==> config.mk <==
export PLATFORM = sky130hd
export DESIGN_NAME = rotenc_apb
export DESIGN_NICKNAME = d
export VERILOG_FILES = /design/src/rtl/core/rotenc_pkg.sv /design/src/rtl/core/rotenc_apb.sv
export SDC_FILE = /design/constraint.sdc
export NUM_CORES = 1
export LEC_CHECK = 0
export BUFFER_PORTS_ARGS = -buffer_cell sky130_fd_sc_hd__buf_2
export CAP_MARGIN = 20
export CELL_PAD_IN_SITES_DETAIL_PLACEMENT = 0
export CELL_PAD_IN_SITES_GLOBAL_PLACEMENT = 1
export CORE_MARGIN = 3
export CORE_UTILIZATION = 22
export DETAILED_ROUTE_END_ITERATION = 8
export HOLD_SLACK_MARGIN = 0.02
export PLACE_DENSITY_LB_ADDON = 0.1
export RECOVER_POWER = 100
export REMOVE_ABC_BUFFERS = 1
export SYNTH_ARGS = -nofsm -noshare
export SYNTH_HDL_FRONTEND = slang
export SYNTH_SLANG_ARGS = --single-unit
==> constraint.sdc <==
create_clock -name clk -period 0.8 [get_ports clk]
set_input_delay 0.16 -clock clk [delete_from_list [all_inputs] [get_ports clk]]
set_output_delay 0.16 -clock clk [all_outputs]
set_load 0.03 [all_outputs]
==> src/rtl/core/rotenc_pkg.sv <==
// rotary encoder decoder package: widths, phase codes, event codes and result structs
// no dependencies; imported by the report interface and every module of the block
`timescale 1ns / 1ps

package rotenc_pkg;

	// widths
	localparam int TIMER_WIDTH    = 16;
	localparam int DEB_WIDTH      = 16;
	localparam int APB_ADDR_WIDTH = 3;
	localparam int APB_DATA_WIDTH = 32;

	// register map (index taken from paddr[2])
	localparam logic REG_DEBOUNCE = 1'b0;
	localparam logic [DEB_WIDTH-1:0] DEBOUNCE_RESET = 16'd7;

	// rotation phases
	localparam logic [2:0] RP_IDLE       = 3'd0;
	localparam logic [2:0] RP_A_FALLWAIT = 3'd1;
	localparam logic [2:0] RP_B_FALLWAIT = 3'd2;
	localparam logic [2:0] RP_A_LOW      = 3'd3;
	localparam logic [2:0] RP_B_LOW      = 3'd4;
	localparam logic [2:0] RP_A_RISEWAIT = 3'd5;
	localparam logic [2:0] RP_B_RISEWAIT = 3'd6;

	// switch phases
	localparam logic [1:0] SP_HIGH     = 2'd0;
	localparam logic [1:0] SP_FALLWAIT = 2'd1;
	localparam logic [1:0] SP_LOW      = 2'd2;
	localparam logic [1:0] SP_RISEWAIT = 2'd3;

	// event codes
	localparam logic [1:0] TWIST_NONE = 2'd0;
	localparam logic [1:0] TWIST_CW   = 2'd1;
	localparam logic [1:0] TWIST_ACW  = 2'd2;
	localparam logic [1:0] SW_NONE    = 2'd0;
	localparam logic [1:0] SW_PRESS   = 2'd1;
	localparam logic [1:0] SW_RELEASE = 2'd2;
	localparam logic DIR_CW  = 1'b0;
	localparam logic DIR_ACW = 1'b1;

	typedef logic [TIMER_WIDTH-1:0] timer_t;
	typedef logic [DEB_WIDTH-1:0]   deb_t;
	typedef logic [1:0]             code_t;

	typedef struct packed {
		timer_t count;
		logic   done;
	} wait_t;

	typedef struct packed {
		code_t twist;
		logic  direction;
	} rot_res_t;

	typedef struct packed {
		code_t ev;
		logic  level;
	} sw_res_t;

	// saturating wait counter step; done when the count reaches the debounce setting or saturates
	function automatic wait_t wait_step(timer_t t, deb_t deb);
		wait_t       r;
		logic [31:0] cnt_x;
		logic [31:0] deb_x;
		r.count = (t == '1) ? t : t + timer_t'(1);
		cnt_x   = 32'(r.count);
		deb_x   = 32'(deb);
		r.done  = (cnt_x >= deb_x) || (r.count == '1);
		return r;
	endfunction

endpackage

==> src/rtl/core/rotenc_apb.sv <==
// apb register slave holding the debounce setting
// depends on rotenc_pkg
`timescale 1ns / 1ps

module rotenc_apb import rotenc_pkg::*; (
	input  logic                      clk,
	input  logic                      arst_n,
	input  logic                      psel,
	input  logic                      penable,
	input  logic                      pwrite,
	input  logic [APB_ADDR_WIDTH-1:0] paddr,
	input  logic [APB_DATA_WIDTH-1:0] pwdata,
	output logic [APB_DATA_WIDTH-1:0] prdata,
	output logic                      pready,
	output deb_t                      deb
);

	deb_t deb_q;
	logic hit;

	assign hit    = (paddr[2] == REG_DEBOUNCE);
	assign pready = 1'b1;
	assign deb    = deb_q;

	// register write on the access phase
	always_ff @(posedge clk or negedge arst_n) begin
		if (!arst_n) begin
			deb_q <= DEBOUNCE_RESET;
		end else if (psel && penable && pwrite && hit) begin
			deb_q <= pwdata[DEB_WIDTH-1:0];
		end
	end

	// read data
	always_comb begin
		prdata = '0;
		if (hit) begin
			prdata = APB_DATA_WIDTH'(deb_q);
		end
	end

endmodule

Word level (Yosys, flattened, before mapping)
Index checks and enable logic that the tools add are counted.
- register bits after elaboration: 16
- bits in latches: 0
- bits in writable memories: 0
- ROM bits: 0
- bits of input ports: 40
- output and inout port bits: 49
- word-level logic and storage cells: 6
- memories: 0
- add/subtract/negate cells: 0
- $mul: 0
- divide/modulo/power cells: 0
- magnitude comparators: 0
- equality and inequality tests: 0
- shift operators: 0
- mux-type cells: 1
- bitwise operators: 1
- reductions and logical operators: 3
- operators by type and width (operator ; count):
    16-bit two-way mux ; 1
    1-bit logical AND ; 3
    1-bit NOT ; 1

Longest topological paths before layout
- depth in word-level cells: 3
- depth in mapped cells: 3
- mapped depth without buffers: 2

Worst setup path after synthesis
OpenSTA, ideal clock, no wires.
- path kind: reg-to-output
- from: register deb_q[4] (netlist: deb[4])
- to: output prdata[4]
- arrival: 1015 ps
- data required time: 640 ps
- setup slack: -375 ps
- cell stages (with the launch flop): 2
- path buffers: 0
- cells stage by stage: dfrtp_1 > nor2b_1
- longest elaborated chain between the ends: 1
- ends and longest elaborated chain (item ; RTL line ; text):
    start: declaration ; rotenc_apb.sv:18 ; deb_t deb_q;
    start signal: assignment ; rotenc_apb.sv:30 ; deb_q <= pwdata[DEB_WIDTH-1:0];
    16-bit two-way mux ; rotenc_apb.sv:37 ; if (hit) begin
    end: declaration ; rotenc_apb.sv:13 ; output logic [APB_DATA_WIDTH-1:0] prdata,
No other way between the ends.

Worst setup path after layout
- from: register deb_q[2] (netlist: deb[2])
- to: output prdata[2]
Same word-level chain as after synthesis.

==> impl_metrics.yaml <==
status:
  status: "finished with violations"
  violations: "setup timing"
hold_path:
  worstHoldPathType: "input port to register"
  hold_depth: 2
  whs_endpoint: "deb[6]"
  hp-start: "pwdata[6]"
die:
  floorplan.rows: 22
  die_w_um: 70.1
  ios: 89
  start_util_pct: 23.8
  die_area_mm2: 0.00491
  die_h_um: 70.1
  core_mm2: 0.00380
synth:
  netlist_top_cells_area: "dfrtp_1, mux2_4, buf_4, dfstp_2, mux2_2"
  ys_warn_count: 0
  synth_area_um2: 903
  yosysTopAreaCell: "dfrtp_1"
  avgSynthCellArea_um2: 12.9
  synth-seq-cells: 16
  ys_seq_area_share_pct: 44.7
  synth_cells: 70
  netlist.area_leader.share_pct: 36.0
  synth_cell_types: 11
cells_and_area:
  design_area_mm2: 0.00171
  multiInputGateArea_um2: 469
  fin_nets: 188
  largest_reg_flops: 16
  drive_gt1_share_pct: 72.1
  n_antenna_cell: 0
  fin_util_pct: 45.1
  layout-area-overhead-vs-synth_pct: 89.8
  fill_cells: 363
  final_cell_count_no_fill: 195
  ff_latch_area_um2: 404
setup_path:
  reg2reg_to: "deb[5]"
  worstPathMaxFanout: 3
  arrival_ps: 1050
  end_kind: "primary output"
  reg2reg_depth: 2
  crit_chain: "and2b_1, buf_6"
  cpPeakStageDelay_ps: 550
  crit_type: "register to primary output"
  critPathLaunchType: "register"
  crit_path_top_delay_cell: "dfstp_2"
  r2r_start: "deb[5]"
  r2r_slack_ps: -100
  cp.required_ps: 640
pwr:
  ir_worst_vdd_v: 0.00154
  p_leak_nw: 0.929
  p_per_area_mw_per_mm2: 2450
place:
  dp.cells: 170
  portBuffers: 53
  post_dp_cell_area_mm2: 0.00118
  dp_hpwl_um: 1580
  gp_congestion: 0.679
drt:
  vias_per_cell: 3.76
  top_layer_used: "met4"
  antenna_left: 0
  met3WireLength_um: 198
  drc: 0
  wl_met2_um: 1210
  firstDrtPassIters: 2
  drt-total-wl_um: 2340
  num_vias: 734
  drtIter0Drc: 8
  wl_met1_um: 926
  wire_per_inst_um: 12.0
global_routing:
  grt_pass1_wl_um: 3570
  first_global_vias: 707
  grt_usage_pct: 9.17
  overflow: 0
  antenna_found_initial: 0
  grt_start_max_net_pins: 17
sta:
  setup_viol: 43
  clock_skew_ps: 0
  drv_slew: 0
  final_hold_viol_count: 0
  max_freq_mhz: 826
  finalWorstSetupSlack_ps: -411
  period_share_pct: 151
  period_minus_slack_ps: 1210
  rsz0062_at_grt: "yes"
clock_network:
  cts_made_buffers: 3
  cts.sinks: 16
  root_buffer: "clkbuf_8"
  htreeDepth: 1
  cts_tree: "yes"
  worstSkewPairLatency_ps: 240
  clkTransAtPathRegs_ps: 70
  cts_buffer_depth: 2
run:
  maxCapViolCount: 0
what timing repair did:
item,CTS,global route
endpoints found under the setup margin,33,44
setup buffers,6,14
hold buffers,1,0
cloned,0,1
gates resized for setup,58,32
hold endpoints to repair,13,0
power by group:
part           switching (mW)  internal (mW)
registers               0.156           1.01
clock network           0.275          0.436
logic                    1.06           1.26
total                    1.50           2.71
cells in the final DEF (no fill, tap or decap), drive strengths merged:
master	Yosys	layout
buf	18	74
conb	2	17
nand4b	1	1
clkbuf	1	6
dfrtp	13	13
mux2	16	16
and2b	6	6
dlygate4sd3	0	1
nor2b	10	10
dfstp	3	3
synth_stat cells:
| cell type | count |
|---|---|
| nor2b_1 | 10 |
| dfstp_2 | 3 |
| mux2_4 | 10 |
| nand4b_4 | 1 |
| clkbuf_1 | 1 |
| and2b_1 | 6 |
| buf_4 | 17 |
| buf_6 | 1 |
| dfrtp_1 | 13 |
| conb_1 | 2 |
| mux2_2 | 6 |
cell families (layout without fill, tap and decap cells):
family | after synthesis | after routing | share of synthesized area [%]
flops | 16 | 16 | 44.7
other cells | 2 | 17 | 0.831
mux | 16 | 16 | 24.1
buf+inv | 19 | 81 | 15.8
simple gates | 17 | 17 | 14.5
per-stage QoR:
step	power (mW)	setup TNS (ps)	hold slack (ps)	setup WS, ps
2_1_floorplan	2.16	-7910	-136	-375
3_3_place_gp	2.58	-5900	105	-234
3_5_place_dp	2.59	-6300	108	-266
4_1_cts	3.80	-8910	133	-429
5_1_grt	4.41	-11190	135	-461
6_report	4.20	-9870	139	-411
layout make-up:
cell class | count | share of cell area [%]
Clock buffer | 4 | 3.21
Timing Repair Buffer | 77 | 42.3
Multi-Input combinational cell | 50 | 27.4
Tap cell | 48 | 3.50
Sequential cell | 16 | 23.6
layer usage:
layer	global-route usage (%)	up-vias
met2	15.2	43
met5	0	-
met1	11.3	345
li1	-	344
met4	1.91	0
met3	3.45	2
worst max path at each step:
stage / startpoint / endpoint / cells past startpoint
finish: deb[2] / prdata[2] / 2
CTS: deb[0] / prdata[0] / 2
global route: deb[2] / prdata[2] / 2
global placement: paddr[2] / deb[9] / 4
floorplan: deb[4] / prdata[4] / 1
detailed placement: paddr[2] / deb[15] / 4
critical path: cells and delay by family (launching register included):
kind | cells | cell delay [ps]
flip-flops | 1 | 550
AND/OR/NAND/NOR | 1 | 140
buffers and inverters | 1 | 130
No activity file was read; power rests on OpenSTA's default activity.
