--- config.mk ---
export PLATFORM = sky130hd
export DESIGN_NAME = rotenc_rot
export DESIGN_NICKNAME = d
export VERILOG_FILES = /design/src/rtl/core/rotenc_pkg.sv /design/src/rtl/core/rotenc_rot.sv
export SDC_FILE = /design/constraint.sdc
export NUM_CORES = 1
export LEC_CHECK = 0
export BUFFER_PORTS_ARGS = -buffer_cell sky130_fd_sc_hd__buf_4
export CORE_ASPECT_RATIO = 2
export CORE_MARGIN = 2
export CORE_UTILIZATION = 60
export CTS_CLUSTER_DIAMETER = 40
export CTS_CLUSTER_SIZE = 14
export DETAILED_ROUTE_END_ITERATION = 8
export GPL_TIMING_DRIVEN = 0
export PLACE_DENSITY = 0.83
export SYNTH_ARGS = -nofsm -noshare
export SYNTH_HDL_FRONTEND = slang
export SYNTH_SLANG_ARGS = --single-unit
--- constraint.sdc ---
create_clock -name clk -period 11.1 [get_ports clk]
set_input_delay 0.555 -clock clk [delete_from_list [all_inputs] [get_ports clk]]
set_output_delay 0.555 -clock clk [all_outputs]
set_load 0.01 [all_outputs]
--- src/rtl/core/rotenc_pkg.sv ---
// rotary encoder decoder package: widths, phase codes, event codes and result structs
// no dependencies; imported by the report interface and every module of the block
`timescale 1ns / 1ps

package rotenc_pkg;

	// widths
	localparam int TIMER_WIDTH    = 16;
	localparam int DEB_WIDTH      = 16;
	localparam int APB_ADDR_WIDTH = 3;
	localparam int APB_DATA_WIDTH = 32;

	// register map (index taken from paddr[2])
	localparam logic REG_DEBOUNCE = 1'b0;
	localparam logic [DEB_WIDTH-1:0] DEBOUNCE_RESET = 16'd7;

	// rotation phases
	localparam logic [2:0] RP_IDLE       = 3'd0;
	localparam logic [2:0] RP_A_FALLWAIT = 3'd1;
	localparam logic [2:0] RP_B_FALLWAIT = 3'd2;
	localparam logic [2:0] RP_A_LOW      = 3'd3;
	localparam logic [2:0] RP_B_LOW      = 3'd4;
	localparam logic [2:0] RP_A_RISEWAIT = 3'd5;
	localparam logic [2:0] RP_B_RISEWAIT = 3'd6;

	// switch phases
	localparam logic [1:0] SP_HIGH     = 2'd0;
	localparam logic [1:0] SP_FALLWAIT = 2'd1;
	localparam logic [1:0] SP_LOW      = 2'd2;
	localparam logic [1:0] SP_RISEWAIT = 2'd3;

	// event codes
	localparam logic [1:0] TWIST_NONE = 2'd0;
	localparam logic [1:0] TWIST_CW   = 2'd1;
	localparam logic [1:0] TWIST_ACW  = 2'd2;
	localparam logic [1:0] SW_NONE    = 2'd0;
	localparam logic [1:0] SW_PRESS   = 2'd1;
	localparam logic [1:0] SW_RELEASE = 2'd2;
	localparam logic DIR_CW  = 1'b0;
	localparam logic DIR_ACW = 1'b1;

	typedef logic [TIMER_WIDTH-1:0] timer_t;
	typedef logic [DEB_WIDTH-1:0]   deb_t;
	typedef logic [1:0]             code_t;

	typedef struct packed {
		timer_t count;
		logic   done;
	} wait_t;

	typedef struct packed {
		code_t twist;
		logic  direction;
	} rot_res_t;

	typedef struct packed {
		code_t ev;
		logic  level;
	} sw_res_t;

	// saturating wait counter step; done when the count reaches the debounce setting or saturates
	function automatic wait_t wait_step(timer_t t, deb_t deb);
		wait_t       r;
		logic [31:0] cnt_x;
		logic [31:0] deb_x;
		r.count = (t == '1) ? t : t + timer_t'(1);
		cnt_x   = 32'(r.count);
		deb_x   = 32'(deb);
		r.done  = (cnt_x >= deb_x) || (r.count == '1);
		return r;
	endfunction

endpackage

--- src/rtl/core/rotenc_rot.sv ---
// rotation debounce state machine: channel ownership, edge confirmation, twist events
// depends on rotenc_pkg
`timescale 1ns / 1ps

module rotenc_rot import rotenc_pkg::*; (
	input  logic     clk,
	input  logic     arst_n,
	input  logic     step,
	input  logic     pin_a,
	input  logic     pin_b,
	input  deb_t     deb,
	output rot_res_t res
);

	logic [2:0] phase_q;
	logic [2:0] phase_d;
	timer_t     timer_q;
	timer_t     timer_d;
	logic       dir_q;
	logic       dir_d;
	code_t      twist;
	wait_t      w;

	// next state for one tick
	always_comb begin
		phase_d = phase_q;
		timer_d = timer_q;
		dir_d   = dir_q;
		twist   = TWIST_NONE;
		w       = wait_step(timer_q, deb);
		unique case (phase_q)
			RP_A_FALLWAIT: begin
				timer_d = w.count;
				if (w.done) begin
					if (!pin_a) begin
						phase_d = RP_A_LOW;
						dir_d   = DIR_ACW;
					end else begin
						phase_d = RP_IDLE;
					end
				end
			end
			RP_B_FALLWAIT: begin
				timer_d = w.count;
				if (w.done) begin
					if (!pin_b) begin
						phase_d = RP_B_LOW;
						dir_d   = DIR_CW;
					end else begin
						phase_d = RP_IDLE;
					end
				end
			end
			RP_A_LOW: begin
				if (pin_a) begin
					phase_d = RP_A_RISEWAIT;
					timer_d = '0;
				end
			end
			RP_B_LOW: begin
				if (pin_b) begin
					phase_d = RP_B_RISEWAIT;
					timer_d = '0;
				end
			end
			RP_A_RISEWAIT: begin
				timer_d = w.count;
				if (w.done) begin
					if (pin_a) begin
						phase_d = RP_IDLE;
						twist   = TWIST_ACW;
					end else begin
						phase_d = RP_A_LOW;
					end
				end
			end
			RP_B_RISEWAIT: begin
				timer_d = w.count;
				if (w.done) begin
					if (pin_b) begin
						phase_d = RP_IDLE;
						twist   = TWIST_CW;
					end else begin
						// owner stays B, A remains locked out
						phase_d = RP_B_LOW;
					end
				end
			end
			default: begin
				// idle and unused codes: first low channel takes ownership, A wins ties
				phase_d = RP_IDLE;
				if (!pin_a) begin
					phase_d = RP_A_FALLWAIT;
					timer_d = '0;
				end else if (!pin_b) begin
					phase_d = RP_B_FALLWAIT;
					timer_d = '0;
				end
			end
		endcase
		res.twist     = twist;
		res.direction = dir_d;
	end

	// state update once per processed transaction
	always_ff @(posedge clk or negedge arst_n) begin
		if (!arst_n) begin
			phase_q <= RP_IDLE;
			timer_q <= '0;
			dir_q   <= DIR_CW;
		end else if (step) begin
			phase_q <= phase_d;
			timer_q <= timer_d;
			dir_q   <= dir_d;
		end
	end

endmodule

# ---- Word level (Yosys, flattened, before mapping)
# Index checks and enable logic that the tools add are counted.
dict set report classes {
  addsub 1
  magnitude_cmp 1
  eq_ne 13
  n_mux 25
  reduce_logical 6
}
# operator count
set op_table {}
lappend op_table {{$mux W16} 5}
lappend op_table {{$pmux W16 S3} 1}
lappend op_table {{$eq A16 B16 Y1 const B} 2}
lappend op_table {{$add A16 B1 Y16 const B} 1}
lappend op_table {{$ge A16 B16 Y1} 1}
lappend op_table {{$mux W3} 5}
lappend op_table {{$pmux W3 S4} 1}
lappend op_table {{$mux W2} 5}
lappend op_table {{$eq A3 B3 Y1 const B} 3}
lappend op_table {{$eq A3 B2 Y1 const B} 2}
lappend op_table {{$mux W1} 6}
lappend op_table {{$ne A5 B3 Y1 const B} 1}
lappend op_table {{$reduce_and A5 Y1} 1}
lappend op_table {{$ne A2 B1 Y1 const B} 2}
lappend op_table {{$ne A2 B2 Y1 const B} 2}
lappend op_table {{$pmux W2 S2} 1}
lappend op_table {{$reduce_and A4 Y1} 1}
lappend op_table {{$reduce_or A2 Y1} 2}
lappend op_table {{$reduce_or A4 Y1} 1}
lappend op_table {{$eq A3 B1 Y1 const B} 1}
lappend op_table {{$pmux W1 S2} 1}
lappend op_table {{$logic_or A1 B1 Y1} 1}
dict set report word_totals {
  regBits 20
  inputBits 21
  output_inout_bits 3
  elab_cells 49
}

# ---- Logic depth before layout (Yosys ltp)
dict set report logic_depth {
  ltp_word 6
  mapped_depth 16
  depth_no_buf 15
}

# ---- Least setup slack after synthesis
# No wires, ideal clock.
dict set report synth_path {
  kind {register to output}
  from {register timer_q[1]}
  to {output res[0] (netlist name)}
  t_arrival_ns 3.476
  t_required_ns 10.545
  setup_slack_ns 7.069
  stages_incl_launch_ff 16
  cell_sequence {dfrtp_1 > ha_1 > nand3_1 > or4_4 > buf_6 > xnor2_1 > ha_1 > nand2b_1 > a211oi_1 > o31ai_1 > a2111o_1 > a211o_1 > nor2_2 > or3_4 > o211ai_1 > buf_4}
}
dict set report synth_via {
  elab_chain_cells 6
}
# item line
set synth_rtl {}
lappend synth_rtl {{from (decl)} rotenc_rot.sv:17} ;# timer_t timer_q;
lappend synth_rtl {{from (signal assigned)} rotenc_rot.sv:113} ;# timer_q <= timer_d;
lappend synth_rtl {{$add A16 B1 Y16 or $eq A16 B16 Y1 (tied branches)} rotenc_pkg.sv:66} ;# r.count = (t == '1) ? t : t + timer_t'(1);
lappend synth_rtl {{$mux W16 (*)} rotenc_pkg.sv:66}
lappend synth_rtl {{$ge A16 B16 Y1 or $eq A16 B16 Y1 (tied branches)} rotenc_pkg.sv:69} ;# r.done = (cnt_x >= deb_x) || (r.count == '1);
lappend synth_rtl {{$logic_or A1 B1 Y1 (*)} rotenc_pkg.sv:69}
lappend synth_rtl {{$mux W1, on equally long branches} {rotenc_rot.sv:45, rotenc_rot.sv:34}}
lappend synth_rtl {{$pmux W1 S2 (*)} rotenc_rot.sv:31} ;# unique case (phase_q)
lappend synth_rtl {{to (decl)} rotenc_rot.sv:12} ;# output rot_res_t res
# Every way passes the cells marked *; elsewhere a longest branch is shown, timed or not.

# ---- Worst setup path in the final report
# Ends and elaborated chain as after synthesis.

==> flow_summary.yaml <==
cts:
  clkTransAtPathRegs_ns: 0.08
  htreeDepth: 1
  clock_path_buffers: 2
  cts_buffers: 3
  ctsResizeCount: 0
  tritoncts: "yes"
  post_cts_buffers: 0
  hold_buffers: 0
  cts-root-buf: "clkbuf_8"
  cts.sinks: 20
  worst_skew_pair.late_latency_ns: 0.26
worst_setup_path:
  r2r_slack_ns: 6.97
  reg2reg_from: "timer_q[1]"
  setup.worst_path.end_class: "output pin"
  critical_path.startpoint_type: "flip-flop"
  worstSetupPathType: "flip-flop to output pin"
  worstRegToRegCells: 12
  arrival_ns: 4.54
  r2r-end: "phase_q[2]"
  critical_path_required_ns: 10.55
  worst-path-max-fanout: 7
worst_hold_path:
  hp-class: "input pin to async pin"
cells_and_area:
  synthToLayoutAreaGrowth_pct: 13.5
  drive_gt1_frac: 0.183
  insertedDiodeCount: 0
  fin_nets: 312
  n_fill_cell: 295
  finalInstanceArea_um2: 2240
logic_synthesis:
  synth.top_cell.area_share: 0.254
  synth_edf_count: 0
  synth.avg_cell_area_um2: 8.02
  yosys-top-cells-area: "dfrtp_1 25%, ha_1 11%, a22o_1 6.2%"
  yosys.area.top_type: "dfrtp_1"
  async_reset_ff_frac: 1.00
  synthCells: 246
  ys_types: 60
  ys_seq_elements: 20
  synth_top_flop_cell: "dfrtp_1"
  yosysSeqAreaShare: 0.254
  synth_nets: 284
  syn_area_um2: 1970
  ys.warnings.count: 0
floorplanning:
  die_x_um: 44.5
  die_area_um2: 3790
  die_y_um: 85.1
  row_count: 29
  io_pins: 24
  start_util: 0.625
  core-area_um2: 3160
sta:
  relSlewSlack: 0.544
  setup_tns_ns: 0
  finalHoldViolations: 0
  fin_crit_sh: 0.459
  maxSlewViolCount: 0
  rsz0062_at_grt: "false"
  fin_skew_ns: 0.00149
  fmax_ghz: 0.196
  worst_pin_slew_ns: 0.667
  fin_ws_ns: 6.00
  final-setup-viol-count: 0
  fin_crit_ns: 5.10
global_routing:
  overflow: 0
  antenna_found_initial: 0
  grt_first_pass_wirelength_um: 8420
  grt_max_degree: 21
  first_global_vias: 1988
  grt_use_total: 0.295
placed_design:
  dp_hpwl_um: 4110
  placed_cell_area_um2: 2180
  place_ws_ns: 6.30
  portBuffers: 23
  routabilityCongestion: 1.01
route:
  drt_iter0_markers: 55
  antenna_left: 0
  totalWireLength_um: 5050
  wl_per_cell_um: 16.6
  firstDrtPassIters: 4
  drc: 0
  num_vias: 1966
  vias_per_cell: 6.47
power_and_ir_drop:
  ir_drop_mv: 0.0659
  leakagePower_nw: 1.05
  power.total_uw: 241
  power.density_nw_per_um2: 108
run_status:
  outcome: "finished clean"
flow_run:
  cap_violations: 0
cell type report:
type / count / area [um2] / area share
Buffer: 13 / 66.3 / 0.0296
Clock buffer: 4 / 55.1 / 0.0246
Inverter: 22 / 82.6 / 0.0369
Multi-Input combinational cell: 191 / 1320 / 0.591
Sequential cell: 20 / 500 / 0.224
Tap cell: 31 / 38.8 / 0.0173
Timing Repair Buffer: 23 / 173 / 0.0771
power by group:
| group | switching, mW | leakage (nW) | internal (mW) |
|---|---|---|---|
| sequential | 0.00498 | 0.260 | 0.0813 |
| combinational | 0.0582 | 0.765 | 0.0389 |
| clock | 0.0258 | 0.0288 | 0.0317 |
registers in the layout (all words and copies together), names as in the netlist:
signal / flops
dir_q: 1
phase_q: 3
timer_q: 16
synthesized netlist by cell type (2+ instances only):
cell type and instances:
nand2_1 28, inv_1 22, dfrtp_1 20, ha_1 17, nor2_1 16, a22o_1 14
a21oi_1 11, nand3_1 11, nand2b_1 9, o21ai_0 9, clkbuf_1 6, o211ai_1 6
buf_2 4, nand4_1 4, o31ai_1 4, and3_1 3, o21a_1 3, or2_2 3
or3_1 3, xor2_1 3, a2111oi_0 2, a211oi_1 2, a31oi_1 2, nand4_2 2
nor3_1 2, nor4_1 2, o31a_1 2, o32ai_1 2, or3_2 2, xnor2_1 2
kinds of logic (layout without fill, tap and decap cells):
logic type,count (synthesis),count (layout),synth area share
AOI/OAI and AO/OA,70,70,0.265
xor gates and xnor gates,5,5,0.0222
adders and majority gates,17,17,0.108
buffers and inverters,35,62,0.0755
DFF,20,20,0.254
muxes,2,2,0.0108
and+or+nand+nor,97,97,0.265
how the worst max path moves through the flow:
| stage | endpoint | start |
|---|---|---|
| after detailed placement | res[0] | timer_q[1] |
| after floorplan | res[0] | timer_q[1] |
| final | res[0] | timer_q[1] |
| after CTS | res[0] | timer_q[1] |
| after global placement | res[0] | timer_q[1] |
| after global routing | res[0] | timer_q[1] |
layer usage:
layer / part of all wire / vias to the layer above / global-route usage
met4: 0.051 / 0 / 0.168
li1: - / 965 / -
met1: 0.37 / 930 / 0.284
met3: 0.026 / 18 / 0.0128
met2: 0.56 / 53 / 0.568
met5: 0 / - / 0
critical path, cell delays in order (launching register included):
cell and delay (ns):
dfrtp_1 0.47, ha_1 0.30, nand2_1 0.21, or3_2 0.56, and3_1 0.20, or2_2 0.30
ha_1 0.30, nand4_1 0.09, a2111oi_0 0.63, a211o_1 0.29, nor2_2 0.10, or3_4 0.40
o211ai_1 0.19, buf_4 0.14, buf_4 0.10
per-stage QoR:
stage | util | hold slack [ns] | cells
2_1_floorplan | - | 0.259 | 246
3_3_place_gp | 0.692 | 0.450 | 300
3_5_place_dp | 0.692 | 0.452 | 300
4_1_cts | 0.709 | 0.165 | 304
5_1_grt | 0.709 | 0.176 | 304
6_report | 0.709 | 0.160 | 304
cell usage in the layout (no fill, tap or decap), types with 3 or more instances in the layout:
cell type	netlist	layout
or2_2	3	3
nand2_1	28	28
a21oi_1	11	11
o31ai_1	4	4
o21a_1	3	3
nand2b_1	9	9
buf_2	4	4
nor2_1	16	16
inv_1	22	22
and3_1	3	3
o21ai_0	9	9
a22o_1	14	14
clkbuf_1	6	6
or3_1	3	3
xor2_1	3	3
dfrtp_1	20	20
nand3_1	11	11
ha_1	17	17
o211ai_1	6	6
clkbuf_8	0	4
buf_4	1	24
nand4_1	4	4
(Power assumes the default switching activity.)
