<file path="src/rtl/core/rotenc_pkg.sv">
// rotary encoder decoder package: widths, phase codes, event codes and result structs
// no dependencies; imported by the report interface and every module of the block
`timescale 1ns / 1ps

package rotenc_pkg;

	// widths
	localparam int TIMER_WIDTH    = 16;
	localparam int DEB_WIDTH      = 16;
	localparam int APB_ADDR_WIDTH = 3;
	localparam int APB_DATA_WIDTH = 32;

	// register map (index taken from paddr[2])
	localparam logic REG_DEBOUNCE = 1'b0;
	localparam logic [DEB_WIDTH-1:0] DEBOUNCE_RESET = 16'd7;

	// rotation phases
	localparam logic [2:0] RP_IDLE       = 3'd0;
	localparam logic [2:0] RP_A_FALLWAIT = 3'd1;
	localparam logic [2:0] RP_B_FALLWAIT = 3'd2;
	localparam logic [2:0] RP_A_LOW      = 3'd3;
	localparam logic [2:0] RP_B_LOW      = 3'd4;
	localparam logic [2:0] RP_A_RISEWAIT = 3'd5;
	localparam logic [2:0] RP_B_RISEWAIT = 3'd6;

	// switch phases
	localparam logic [1:0] SP_HIGH     = 2'd0;
	localparam logic [1:0] SP_FALLWAIT = 2'd1;
	localparam logic [1:0] SP_LOW      = 2'd2;
	localparam logic [1:0] SP_RISEWAIT = 2'd3;

	// event codes
	localparam logic [1:0] TWIST_NONE = 2'd0;
	localparam logic [1:0] TWIST_CW   = 2'd1;
	localparam logic [1:0] TWIST_ACW  = 2'd2;
	localparam logic [1:0] SW_NONE    = 2'd0;
	localparam logic [1:0] SW_PRESS   = 2'd1;
	localparam logic [1:0] SW_RELEASE = 2'd2;
	localparam logic DIR_CW  = 1'b0;
	localparam logic DIR_ACW = 1'b1;

	typedef logic [TIMER_WIDTH-1:0] timer_t;
	typedef logic [DEB_WIDTH-1:0]   deb_t;
	typedef logic [1:0]             code_t;

	typedef struct packed {
		timer_t count;
		logic   done;
	} wait_t;

	typedef struct packed {
		code_t twist;
		logic  direction;
	} rot_res_t;

	typedef struct packed {
		code_t ev;
		logic  level;
	} sw_res_t;

	// saturating wait counter step; done when the count reaches the debounce setting or saturates
	function automatic wait_t wait_step(timer_t t, deb_t deb);
		wait_t       r;
		logic [31:0] cnt_x;
		logic [31:0] deb_x;
		r.count = (t == '1) ? t : t + timer_t'(1);
		cnt_x   = 32'(r.count);
		deb_x   = 32'(deb);
		r.done  = (cnt_x >= deb_x) || (r.count == '1);
		return r;
	endfunction

endpackage

</file>
<file path="src/rtl/core/rotenc_sw.sv">
// push switch debounce state machine: press and release events, debounced level
// depends on rotenc_pkg
`timescale 1ns / 1ps

module rotenc_sw import rotenc_pkg::*; (
	input  logic    clk,
	input  logic    arst_n,
	input  logic    step,
	input  logic    pin_push,
	input  deb_t    deb,
	output sw_res_t res
);

	logic [1:0] phase_q;
	logic [1:0] phase_d;
	timer_t     timer_q;
	timer_t     timer_d;
	code_t      ev;
	wait_t      w;

	// next state for one tick
	always_comb begin
		phase_d = phase_q;
		timer_d = timer_q;
		ev      = SW_NONE;
		w       = wait_step(timer_q, deb);
		unique case (phase_q)
			SP_FALLWAIT: begin
				timer_d = w.count;
				if (w.done) begin
					if (!pin_push) begin
						phase_d = SP_LOW;
						ev      = SW_PRESS;
					end else begin
						phase_d = SP_HIGH;
					end
				end
			end
			SP_LOW: begin
				if (pin_push) begin
					phase_d = SP_RISEWAIT;
					timer_d = '0;
				end
			end
			SP_RISEWAIT: begin
				timer_d = w.count;
				if (w.done) begin
					if (pin_push) begin
						phase_d = SP_HIGH;
						ev      = SW_RELEASE;
					end else begin
						phase_d = SP_LOW;
					end
				end
			end
			default: begin
				// high, waiting for a fall
				if (!pin_push) begin
					phase_d = SP_FALLWAIT;
					timer_d = '0;
				end
			end
		endcase
		res.ev    = ev;
		res.level = (phase_d == SP_HIGH) || (phase_d == SP_FALLWAIT);
	end

	// state update once per processed transaction
	always_ff @(posedge clk or negedge arst_n) begin
		if (!arst_n) begin
			phase_q <= SP_HIGH;
			timer_q <= '0;
		end else if (step) begin
			phase_q <= phase_d;
			timer_q <= timer_d;
		end
	end

endmodule

</file>
<file path="config.mk">
export PLATFORM = sky130hd
export DESIGN_NAME = rotenc_sw
export DESIGN_NICKNAME = d
export VERILOG_FILES = /design/src/rtl/core/rotenc_pkg.sv /design/src/rtl/core/rotenc_sw.sv
export SDC_FILE = /design/constraint.sdc
export NUM_CORES = 1
export LEC_CHECK = 0
export ABC_CLOCK_PERIOD_IN_PS = 5300
export BUFFER_PORTS_ARGS = -buffer_cell sky130_fd_sc_hd__buf_2
export CORE_UTILIZATION = 59
export DETAILED_ROUTE_END_ITERATION = 16
export PLACE_DENSITY_LB_ADDON = 0.15
export SETUP_SLACK_MARGIN = 0.5
export SLEW_MARGIN = 25
export SYNTH_ARGS = -nofsm -noshare
export SYNTH_HDL_FRONTEND = slang
export SYNTH_SLANG_ARGS = --single-unit
</file>
<file path="constraint.sdc">
create_clock -name clk -period 5.3 [get_ports clk]
set_clock_uncertainty 0.2 [all_clocks]
set_input_delay 0.265 -clock clk [delete_from_list [all_inputs] [get_ports clk]]
set_output_delay 0.265 -clock clk [all_outputs]
set_load 0.01 [all_outputs]
</file>
# Yosys cells after proc, flatten, opt, wreduce, memory -nomap -nowiden

Index checks and enable logic that the tools add are counted.

$add $sub $neg: 1
Order comparisons: 1
Equality and inequality tests: 8
Mux-type cells: 14
Reduce and logical (&&, ||, !) cells: 5

Operator list:

| kind                    | number |
|---|---|
| $mux W16                | 3 |
| $eq A16 B16 Y1 const B  | 2 |
| $pmux W16 S2            | 1 |
| $add A16 B1 Y16 const B | 1 |
| $ge A16 B16 Y1          | 1 |
| $mux W2                 | 6 |
| $pmux W2 S2             | 2 |
| $eq A2 B1 Y1 const B    | 2 |
| $eq A2 B2 Y1 const B    | 2 |
| $ne A3 B2 Y1 const B    | 1 |
| $reduce_and A3 Y1       | 1 |
| $logic_not A2 Y1        | 1 |
| $logic_or A1 B1 Y1      | 2 |
| $mux W1                 | 2 |
| $ne A2 B2 Y1 const B    | 1 |
| $reduce_or A2 Y1        | 1 |

Bits in registers: 18
Input port bits: 20
Output and inout port bits: 3
Logic and storage cells: 31

# Longest topological paths before layout

Depth in word-level cells: 8
Mapped depth: 15

# Worst setup path before layout

OpenSTA, ideal clock, no wires.

Path type: reg-to-output
Start: register timer_q[1]
End: output port res[2] (netlist name)
Arrival: 3.370 ns
Required time: 4.835 ns
Slack: 1.465 ns
Stages on the path, launching flop included: 15
Buffers on the path: 1
Path through: dfrtp_1 > ha_1 > nand3_2 > or4_1 > buf_4 > nand3_1 > xnor2_1 > ha_1 > a2111o_1 > a31oi_1 > o21ai_0 > a21oi_1 > o41ai_4 > and2_4 > and3_1

RTL lines:

| what                   | line            | text |
|---|---|---|
| from (decl)            | rotenc_sw.sv:16 | `timer_t timer_q;` |
| from (signal assigned) | rotenc_sw.sv:75 | `timer_q <= timer_d;` |
| to (decl)              | rotenc_sw.sv:11 | `output sw_res_t res` |

==> out/qor.txt <==
RUN STATUS
--------------------------------------------------------------------------------------------------
Outcome ............................................................................. finished, final reports clean

DRT
--------------------------------------------------------------------------------------------------
Number of DRC violations after detailed routing .....................................            0
Drt total wl ........................................................................      4.83 mm
Number of detailed-route iterations in the first pass ...............................            7
Via-to-Cell Ratio ...................................................................         6.54
Number of routed nets with antenna violations .......................................            0
First-iteration detailed-routing DRC count ..........................................          136
Detailed-route wire length per cell .................................................      17.2 um
Via count ...........................................................................         1839

YOSYS
--------------------------------------------------------------------------------------------------
Number of synthesis warnings ........................................................            0
Number of enable flip-flop cells after synthesis ....................................            0
Number of storage elements in the synthesis netlist .................................           18
Synthesized netlist net count .......................................................          264
Register area share after synthesis .................................................        0.233
Post-Syn Area per Cell ..............................................................     8.52 um2
Dominant synthesized flop cell ...................................................... sky130_fd_sc_hd__dfrtp_1
Proportion of register bits with asynchronous set or reset after synthesis ..........         1.00
Mapped cell area ....................................................................     1930 um2
Gate Count Post-Synth ...............................................................          227
Unique cell type count in the Yosys netlist .........................................           54

POWER
--------------------------------------------------------------------------------------------------
Internal power consumption ..........................................................   0.000307 W
Combinational Power Share ...........................................................        0.412
Leakage power total .................................................................     0.987 nW
Register share of total power .......................................................        0.420
Sw Ratio ............................................................................        0.433
Worst-case vdd ir drop ..............................................................   0.000183 V
Portion of total power attributed to the clock network ..............................        0.168
Net switching power figure ..........................................................   0.000234 W
Power density relative to cell area .................................................   262 nW/um2

FLOW RUN
--------------------------------------------------------------------------------------------------
Number of maximum-capacitance constraint violations .................................            0

FLOORPLAN
--------------------------------------------------------------------------------------------------
Starting density of the core ........................................................        0.628
Die outline height ..................................................................      59.3 um
Core Rows ...........................................................................           20
Chip Width ..........................................................................      59.3 um
IO Count ............................................................................           23
Area of the core ....................................................................     3080 um2
Overall die area ....................................................................     3510 um2

PLACED DESIGN
--------------------------------------------------------------------------------------------------
Count of input and output buffers ...................................................           22
HPWL after detailed placement .......................................................      3.63 mm
Routability congestion estimate .....................................................        0.996

TIMING
--------------------------------------------------------------------------------------------------
Setup repair after global routing missed its margin .................................           no
Worst Max-Slew Pin Slew .............................................................     0.677 ns
Setup TNS ...........................................................................         0 ns
Fmax ................................................................................    0.222 GHz
Pins over their slew limit ..........................................................            0
Rel. slew slack .....................................................................        0.545
Worst hold slack ....................................................................    0.0276 ns
Post-layout minimum cycle time ......................................................      4.51 ns
Count of final hold-check violations ................................................            0
Tcrit/Tclk final ....................................................................        0.852
Setup violation total in the final timing report ....................................            0

CELLS AND AREA
--------------------------------------------------------------------------------------------------
Diodes inserted .....................................................................            0
Final-stage net count ...............................................................          275
Layout-stage area growth over the synthesis result ..................................        6.86%
Fraction of layout instances using a drive strength above 1 .........................        0.198
# fillers ...........................................................................          265

HOLD PATH
--------------------------------------------------------------------------------------------------
Hold endpoint ....................................................................... phase_q[1]$_DFFE_PN0P_
Worst hold path depth ...............................................................            2
Tightest Hold Check Type ............................................................ input port to flop
Start point of the worst hold path ..................................................     pin_push

CLOCK NETWORK
--------------------------------------------------------------------------------------------------
Total CTS buffers ...................................................................            3
Number of buffers between clock root and the deepest sink ...........................            2
Clock transition time at the flip-flop clock pins of the worst setup and hold paths .      0.12 ns
H-tree level count ..................................................................            1
Buffer cell driving the clock tree root ............................................. sky130_fd_sc_hd__clkbuf_4
CTS tree ............................................................................         done
Clk sink count ......................................................................           18
Insertion delay to the later sink of the worst-skew pair ............................      0.31 ns

SETUP PATH
--------------------------------------------------------------------------------------------------
Reg-to-Reg Start .................................................................... timer_q[0]$_DFFE_PN0P_
Reg2reg path depth ..................................................................           13
Highest net fanout along the worst path .............................................           12
Launching element type of the critical path .........................................         flop
Minimum setup slack among reg-to-reg paths ..........................................      1.40 ns
Data arrival time at the worst-slack endpoint .......................................      4.05 ns
Required time worst endpoint ........................................................      4.84 ns
Worst setup path class .............................................................. flop to output port
Reg2reg end ......................................................................... phase_q[1]$_DFFE_PN0P_
Element type at the critical path end ...............................................  output port

GLOBAL ROUTE
--------------------------------------------------------------------------------------------------
Initial antenna violation count .....................................................            0
Pin count of the biggest net entering global routing ................................           20
Remaining Overflow, GRT .............................................................            0
Global-route wire length before repair ..............................................      7.82 mm
Via count of the first global-routing pass ..........................................         1641
Global routing usage summed across all routing layers ...............................        0.295

-- routing by layer --
layer	GRT usage	vias to the layer above	routed length, um
li1	-	862	-
met4	0.150	0	124
met2	0.464	112	2270
met3	0.0197	12	383
met5	0	-	0
met1	0.406	853	2060
-- state kept, by name, indices dropped and copies added (netlist names) --
signal	flops
phase_q	2
timer_q	16
-- logic make-up (layout without fill, tap and decap cells) --
group / after synthesis / count (layout) / synth area share
fa+ha+maj: 17 / 17 / 0.110
xor+xnor: 8 / 8 / 0.0362
buf+inv: 36 / 46 / 0.0886
compound gates: 64 / 64 / 0.248
simple gates: 79 / 79 / 0.256
mux: 5 / 5 / 0.0278
flops: 18 / 18 / 0.233
-- worst max path at each step --
stage | startpoint | endpoint | depth (start not counted)
2_1_floorplan | timer_q[1]$_DFFE_PN0P_ | res[2] | 14
4_1_cts | timer_q[1]$_DFFE_PN0P_ | res[2] | 14
5_1_grt | timer_q[0]$_DFFE_PN0P_ | res[1] | 14
3_3_place_gp | timer_q[0]$_DFFE_PN0P_ | res[2] | 14
6_report | timer_q[0]$_DFFE_PN0P_ | res[2] | 14
3_5_place_dp | timer_q[0]$_DFFE_PN0P_ | res[2] | 14
-- worst max-delay path: stages, from the launching register on --
cell and delay [ns]:
sky130_fd_sc_hd__dfrtp_2 0.52, sky130_fd_sc_hd__ha_2 0.28, sky130_fd_sc_hd__nand3_2 0.19, sky130_fd_sc_hd__or4_4 0.68, sky130_fd_sc_hd__nand3_1 0.14, sky130_fd_sc_hd__xnor2_1 0.16, sky130_fd_sc_hd__ha_1 0.30, sky130_fd_sc_hd__a2111o_1 0.36
sky130_fd_sc_hd__a31oi_1 0.12, sky130_fd_sc_hd__o21ai_0 0.12, sky130_fd_sc_hd__a21oi_2 0.23, sky130_fd_sc_hd__o41ai_4 0.14, sky130_fd_sc_hd__and2_4 0.19, sky130_fd_sc_hd__and3_1 0.16, sky130_fd_sc_hd__buf_2 0.13
-- per-stage QoR --
step | std cells | utilization | instance area [um2] | worst slack, ns | power (W)
finish | 281 | 0.672 | 2070 | 0.786 | 0.000541
global route | 281 | 0.672 | 2070 | 0.504 | 0.000579
CTS | 281 | 0.667 | 2050 | 0.641 | 0.000535
detailed placement | 276 | 0.651 | 2000 | 0.753 | 0.000443
global placement | 276 | 0.651 | 2000 | 0.872 | 0.000434
floorplan | 227 | - | 1930 | 1.46 | 0.000401
-- layout by cell type (no fill, tap or decap), types with 6 or more instances in the layout --
master / count
sky130_fd_sc_hd__dfrtp_1: 16
sky130_fd_sc_hd__nand2_1: 19
sky130_fd_sc_hd__a22o_1: 15
sky130_fd_sc_hd__inv_1: 18
sky130_fd_sc_hd__buf_2: 22
sky130_fd_sc_hd__xnor2_1: 6
sky130_fd_sc_hd__nand4_1: 8
sky130_fd_sc_hd__o21ai_0: 13
sky130_fd_sc_hd__nand3_1: 14
sky130_fd_sc_hd__ha_1: 16
sky130_fd_sc_hd__a21oi_1: 8
-- repair_timing --
action,4_1_cts,5_1_grt
hold endpoints to repair,18,0
endpoints found under the setup margin,3,3
pin swaps,0,0
resized for setup,2,4
setup buffers,0,0
hold buffers,1,0
-- power groups by stage --
stage,clock network [W],registers [W],logic (W)
after CTS,0.0000911,0.000224,0.000220
after global routing,0.0000933,0.000233,0.000253
after floorplan,0,0.000177,0.000225
after detailed placement,0,0.000226,0.000217
final,0.0000911,0.000227,0.000223
after global placement,0,0.000224,0.000210
-- Yosys cell counts, types with 2 or more instances --
library cell / count / area share
sky130_fd_sc_hd__o21ai_0: 13 / 0.034
sky130_fd_sc_hd__o21a_1: 4 / 0.016
sky130_fd_sc_hd__o21ai_1: 3 / 0.0078
sky130_fd_sc_hd__o211a_1: 2 / 0.010
sky130_fd_sc_hd__buf_4: 6 / 0.023
sky130_fd_sc_hd__nor3_1: 4 / 0.010
sky130_fd_sc_hd__nor4_1: 2 / 0.0065
sky130_fd_sc_hd__clkbuf_1: 6 / 0.012
sky130_fd_sc_hd__nand3_2: 2 / 0.010
sky130_fd_sc_hd__and2_1: 2 / 0.0065
sky130_fd_sc_hd__nor2_1: 5 / 0.0097
sky130_fd_sc_hd__a21o_1: 3 / 0.012
sky130_fd_sc_hd__or4_1: 2 / 0.0078
sky130_fd_sc_hd__mux2_2: 2 / 0.012
sky130_fd_sc_hd__buf_2: 5 / 0.013
sky130_fd_sc_hd__nand4_4: 2 / 0.022
sky130_fd_sc_hd__and4_1: 2 / 0.0091
sky130_fd_sc_hd__inv_1: 18 / 0.035
sky130_fd_sc_hd__dfrtp_1: 18 / 0.23
sky130_fd_sc_hd__a21oi_1: 9 / 0.023
sky130_fd_sc_hd__nand4_1: 8 / 0.026
sky130_fd_sc_hd__a22o_1: 15 / 0.068
sky130_fd_sc_hd__nand2_1: 19 / 0.037
sky130_fd_sc_hd__mux2i_1: 2 / 0.010
sky130_fd_sc_hd__ha_1: 17 / 0.11
sky130_fd_sc_hd__xor2_1: 2 / 0.0091
sky130_fd_sc_hd__nand3_1: 14 / 0.036
sky130_fd_sc_hd__and3_1: 4 / 0.013
sky130_fd_sc_hd__xnor2_1: 6 / 0.027
sky130_fd_sc_hd__a31oi_1: 5 / 0.016
sky130_fd_sc_hd__nand2b_1: 2 / 0.0065
-- cell type report --
type                       count  area (um2)  share of cell area
clock buffer                   4        36.3              0.0176
inverter                      18        67.6              0.0327
multi-input combinational    173        1330               0.642
sequential                    18         453               0.219
tap                           44        55.1              0.0266
timing repair buffer          24         128              0.0617
Power figures use the tool's default switching activity.
